**src/rtl/tcw_pkg.sv**
```systemverilog
// Shared definitions for the text console writer: screen geometry, codes,
// and the command and status bundles between controller and datapath.
// No dependencies.
package tcw_pkg;

   localparam int COLUMNS    = 80;
   localparam int ROWS       = 25;
   localparam int CELL_COUNT = ROWS * COLUMNS;

   localparam int ROW_W   = 5;
   localparam int COL_W   = 7;
   localparam int ADDR_W  = 11;
   localparam int CELL_W  = 16;
   localparam int BYTE_W  = 8;
   localparam int FUNC_W  = 2;

   localparam logic [FUNC_W-1:0] FUNC_PUT   = 2'd0;
   localparam logic [FUNC_W-1:0] FUNC_CLEAR = 2'd1;
   localparam logic [FUNC_W-1:0] FUNC_READ  = 2'd2;

   localparam logic [BYTE_W-1:0] NEWLINE_CODE      = 8'd10;
   localparam logic [BYTE_W-1:0] SPACE_CODE        = 8'd32;
   localparam logic [BYTE_W-1:0] CLEAR_COLOR_RESET = 8'd7;

   typedef struct packed {
      logic latch;
      logic sweep_start;
      logic sweep_item;
      logic sweep_write;
      logic put;
      logic put_live;
      logic read;
      logic load_rsp;
   } tcw_cmd_type;

   typedef struct packed {
      logic row_full;
      logic sweep_last;
      logic addr_ok;
   } tcw_status_type;

endpackage

```
**src/rtl/tcw_ctrl.sv**
```systemverilog
// Controller state machine of the text console writer.
// Depends on tcw_pkg; drives the commands of tcw_datapath.
module tcw_ctrl (
   input  logic                          clock,
   input  logic                          reset,
   input  logic                          req_tvalid,
   input  logic [tcw_pkg::FUNC_W-1:0]    req_func,
   input  logic                          rsp_tready,
   input  tcw_pkg::tcw_status_type       status,
   output tcw_pkg::tcw_cmd_type          cmd,
   output logic                          req_tready,
   output logic                          rsp_tvalid
);

   localparam logic [2:0] S_INIT   = 3'd0;
   localparam logic [2:0] S_IDLE   = 3'd1;
   localparam logic [2:0] S_SWEEP  = 3'd2;
   localparam logic [2:0] S_PUT    = 3'd3;
   localparam logic [2:0] S_FINISH = 3'd4;

   logic [2:0] state_ff, state_in;
   logic       sweep_put_ff, sweep_put_in;
   logic       rsp_valid_ff, rsp_valid_in;

   always_comb begin
      cmd          = '0;
      state_in     = state_ff;
      sweep_put_in = sweep_put_ff;
      rsp_valid_in = rsp_valid_ff & ~rsp_tready;
      unique case (state_ff)
         S_INIT: begin
            cmd.sweep_write = 1'b1;
            if (status.sweep_last) begin
               state_in = S_IDLE;
            end
         end
         S_IDLE: begin
            if (req_tvalid) begin
               cmd.latch = 1'b1;
               state_in  = S_FINISH;
               unique case (req_func)
                  tcw_pkg::FUNC_PUT: begin
                     if (status.row_full) begin
                        cmd.sweep_start = 1'b1;
                        sweep_put_in    = 1'b1;
                        state_in        = S_SWEEP;
                     end else begin
                        cmd.put      = 1'b1;
                        cmd.put_live = 1'b1;
                     end
                  end
                  tcw_pkg::FUNC_CLEAR: begin
                     cmd.sweep_start = 1'b1;
                     cmd.sweep_item  = 1'b1;
                     sweep_put_in    = 1'b0;
                     state_in        = S_SWEEP;
                  end
                  tcw_pkg::FUNC_READ: begin
                     cmd.read = status.addr_ok;
                  end
                  default: begin
                  end
               endcase
            end
         end
         S_SWEEP: begin
            cmd.sweep_write = 1'b1;
            if (status.sweep_last) begin
               state_in = sweep_put_ff ? S_PUT : S_FINISH;
            end
         end
         S_PUT: begin
            cmd.put  = 1'b1;
            state_in = S_FINISH;
         end
         S_FINISH: begin
            if (!rsp_valid_ff || rsp_tready) begin
               cmd.load_rsp = 1'b1;
               rsp_valid_in = 1'b1;
               state_in     = S_IDLE;
            end
         end
         default: begin
            state_in = S_IDLE;
         end
      endcase
   end

   always_ff @(posedge clock) begin
      if (reset) begin
         state_ff     <= S_INIT;
         sweep_put_ff <= 1'b0;
         rsp_valid_ff <= 1'b0;
      end else begin
         state_ff     <= state_in;
         sweep_put_ff <= sweep_put_in;
         rsp_valid_ff <= rsp_valid_in;
      end
   end

   assign req_tready = (state_ff == S_IDLE);
   assign rsp_tvalid = rsp_valid_ff;

   a_no_accept_while_clearing: assert property (@(posedge clock) disable iff (reset)
      (state_ff == S_SWEEP || state_ff == S_INIT) |-> !req_tready)
      else $error("Transaction accepted during a clearing pass.");

   a_put_follows_sweep: assert property (@(posedge clock) disable iff (reset)
      (state_ff == S_PUT) |-> $past(state_ff) == S_SWEEP && sweep_put_ff)
      else $error("Deferred put without a preceding overflow clear.");

   a_rsp_loaded_only_when_free: assert property (@(posedge clock) disable iff (reset)
      cmd.load_rsp |-> (!rsp_valid_ff || rsp_tready))
      else $error("Result register overwritten before it was taken.");

endmodule

```
**config.mk**
```make
export PLATFORM = sky130hd
export DESIGN_NAME = tcw_ctrl
export DESIGN_NICKNAME = d
export VERILOG_FILES = /design/src/rtl/tcw_pkg.sv /design/src/rtl/tcw_ctrl.sv
export SDC_FILE = /design/constraint.sdc
export NUM_CORES = 1
export LEC_CHECK = 0
export BUFFER_PORTS_ARGS = -buffer_cell sky130_fd_sc_hd__buf_2
export CAP_MARGIN = 25
export CORE_AREA = 5 5 42 44
export CTS_BUF_LIST = sky130_fd_sc_hd__clkbuf_2 sky130_fd_sc_hd__clkbuf_4 sky130_fd_sc_hd__clkbuf_8
export DETAILED_ROUTE_END_ITERATION = 10
export DIE_AREA = 0 0 47 49
export GPL_ROUTABILITY_DRIVEN = 1
export GPL_TIMING_DRIVEN = 0
export HOLD_SLACK_MARGIN = 0.1
export SETUP_SLACK_MARGIN = 0.15
export SKIP_CTS_REPAIR_TIMING = 1
export SLEW_MARGIN = 0
export SYNTH_ARGS = -nofsm -noshare
export SYNTH_HDL_FRONTEND = slang
export SYNTH_SLANG_ARGS = --single-unit
```
**constraint.sdc**
```tcl
create_clock -name clock -period 2.99 [get_ports clock]
set_clock_uncertainty 0.05 [all_clocks]
set_input_delay 0.4485 -clock clock [delete_from_list [all_inputs] [get_ports clock]]
set_output_delay 0.4485 -clock clock [all_outputs]
set_load 0.02 [all_outputs]
```
==> impl_metrics.env <==
export IMPL_wirelength_um=867
export IMPL_rsz0062_at_grt="no"
export IMPL_dp_hpwl_um=670
export IMPL_synth_cells=45
export IMPL_yosysTopAreaCell="dfxtp_1"
export IMPL_synth_top_area_frac=0.248
export IMPL_wire_per_inst_um=10.4
export IMPL_die_x_um=47
export IMPL_syn_avg_cell_area_um2=8.98
export IMPL_p_int_uw=194
export IMPL_critPathMaxFanout=9
export IMPL_synth_cell_types=21
export IMPL_dieHeight_um=49
export IMPL_outcome="completed"
export IMPL_endpoint_kind="output pin"
export IMPL_criticalPathCategory="reg -> out"
export IMPL_portBuffers=18
export IMPL_maxCapViolCount=0
export IMPL_seqPwrFrac=0.261
export IMPL_initial_utilization=0.288
export IMPL_syn_num_nets=54
export IMPL_slew_limit_headroom=0.782
export IMPL_gr_total_overflow=0
export IMPL_layout_drive_gt1_share=0.493
export IMPL_syn_area_um2=404
export IMPL_yosysWarnings=0
export IMPL_grt_max_degree=10
export IMPL_hold_viol=0
export IMPL_powerDensity_nw_per_um2=550
export IMPL_drtIter0Drc=10
export IMPL_pin_count=19
export IMPL_cts_max_level=1
export IMPL_track_usage=0.0889
export IMPL_antenna_cells=0
export IMPL_syn_to_final_growth_pct=34.7
export IMPL_crit_chain="buf_6 > nand4bb_4 > nor4_2 > o21bai_1 > buf_2"
export IMPL_antenna_found_initial=0
export IMPL_die_area_um2=2300
export IMPL_hold_class="in -> reg"
export IMPL_worst_slew_pin_slew_ns=0.326
export IMPL_synth_seq_cells=5
export IMPL_fmax_mhz=521
export IMPL_ys_seq_area_frac=0.248
export IMPL_row_count=14
export IMPL_gp_congestion=0.775
export IMPL_leakagePower_uw=0.000237
export IMPL_clk_latency_ns=0.25
export IMPL_clk_pin_slew_ns=0.05
export IMPL_core_area_um2=1400
export IMPL_multi_input_area_um2=263
export IMPL_utilization=0.388
export IMPL_vias_per_cell=4.77
export IMPL_nets=77
export IMPL_nFillCells=162
export IMPL_grt_pass1_vias=349
export IMPL_clkSinkCount=5
export IMPL_yosys_top_cells_area="dfxtp_1 25%, nor3b_4 9.3%, buf_6 8.4%, nand4bb_4 6.8%, nor2_1 6.5%"
export IMPL_detail_route_antenna_nets=0
export IMPL_fin_crit_sh=0.642
export IMPL_p_clk_frac=0.299
export IMPL_cts_buffers=3
export IMPL_cts_path_max_buffers=2
export IMPL_slew_viol_final=0
export IMPL_pwr_share_comb=0.440
export IMPL_fin_setup_tns_ns=0
export IMPL_critPathMaxStageDelay_ns=0.30
export IMPL_critPathSlowestCell="dfxtp_1"
export IMPL_setup_violations=0
export IMPL_vias=396
export IMPL_cp_arrival_ns=1.42
export IMPL_firstDrtPassIters=4
export IMPL_grt_pass1_wl_mm=1.45
export IMPL_critPathTopFamily="simple AND/OR/NAND/NOR gates"
export IMPL_regArea_um2=100
export IMPL_cts_tree="built"
export IMPL_cts_root_buf="clkbuf_4"
export IMPL_switching_power_uw=106
export IMPL_worstPathRequired_ns=2.49
export IMPL_switching_share=0.353
export IMPL_setup_worst_path_start_class="flip-flop"
export IMPL_crit_buf_inv=2
export IMPL_route_detailed_drc=0
export IMPL_period_needed_ns=1.92
export IMPL_ir_worst_vdd_mv=0.276
[area by class of cell]
cell class,count,share of cell area
multi-input combinational,35,0.483
sequential,5,0.184
timing repair buffer,18,0.166
buffer,3,0.0621
clock buffer,4,0.0552
tap,16,0.0368
inverter,2,0.0138
[metrics by stage]
step	power (uW)	cell area [um2]	cells	hold slack, ns	setup slack, ns
after floorplan	180	404	45	0.446	1.08
after global placement	212	514	79	0.476	1.26
after detailed placement	212	514	79	0.463	1.26
after CTS	304	544	83	0.374	1.04
after global routing	322	544	83	0.385	0.955
final	299	544	83	0.383	1.07
[logic make-up (layout without fill, tap and decap cells)]
group,count (synthesis),in the layout,share of synthesized area
simple gates,24,24,0.464
compound gates,11,11,0.186
flops,5,5,0.248
buf+inv,5,27,0.102
[power groups by stage]
stage                     logic (uW)  registers (uW)  clock network [uW]
after detailed placement         133            79.2                   0
after global routing             143            78.7                 100
after global placement           132            79.2                   0
final                            132            78.0                89.6
after floorplan                  100            80.0                   0
after CTS                        133            78.0                93.1
[flip-flops by register name, summed over array words and instances, names as in the netlist]
register and cells:
state_ff 3, rsp_tvalid 1, sweep_put_ff 1
[worst register-to-register path, stage by stage (launching register included)]
cell	delay [ns]
dfxtp_1	0.30
buf_6	0.14
nor4b_2	0.37
a211oi_2	0.11
a21oi_1	0.16
nor2_1	0.05
[Yosys cell counts (all sizes together)]
cell type,number
nor4,1
a211oi,2
inv,2
nor2,7
nor3,4
nor3b,3
buf,3
o21bai,2
dfxtp,5
nand4bb,1
nor2b,3
a211o,1
a31oi,1
and2,1
nor4b,1
o21ai,1
nand2,3
a21oi,4
[cell usage in the layout (no fill, tap or decap), types with 2 or more instances in the layout]
| master | netlist | final |
|---|---|---|
| nor2_1 | 7 | 7 |
| nor3_1 | 4 | 4 |
| buf_6 | 3 | 3 |
| nand2_1 | 3 | 3 |
| a21oi_1 | 4 | 4 |
| buf_2 | 0 | 18 |
| nor2b_1 | 3 | 3 |
| nor3b_4 | 2 | 2 |
| clkbuf_4 | 0 | 4 |
| dfxtp_1 | 5 | 5 |
| o21bai_1 | 2 | 2 |
[final timing paths]
path	cells after the start	endpoint	slack (ns)	startpoint
worst max-delay path	5	cmd[3]	1.07	state_ff[2]
worst min-delay path	2	rsp_tvalid	0.38	reset
worst min register to register	2	sweep_put_ff	0.47	sweep_put_ff
worst max register to register	5	state_ff[0]	1.70	state_ff[1]
[per-layer routing]
metal / vias up / GRT usage / share of wire
met5: - / 0 / 0
met4: 0 / 0.0276 / 0
met3: 0 / 0.0775 / 0.13
met2: 20 / 0.118 / 0.45
met1: 173 / 0.104 / 0.42
li1: 203 / - / -
(Power assumes the default switching activity.)
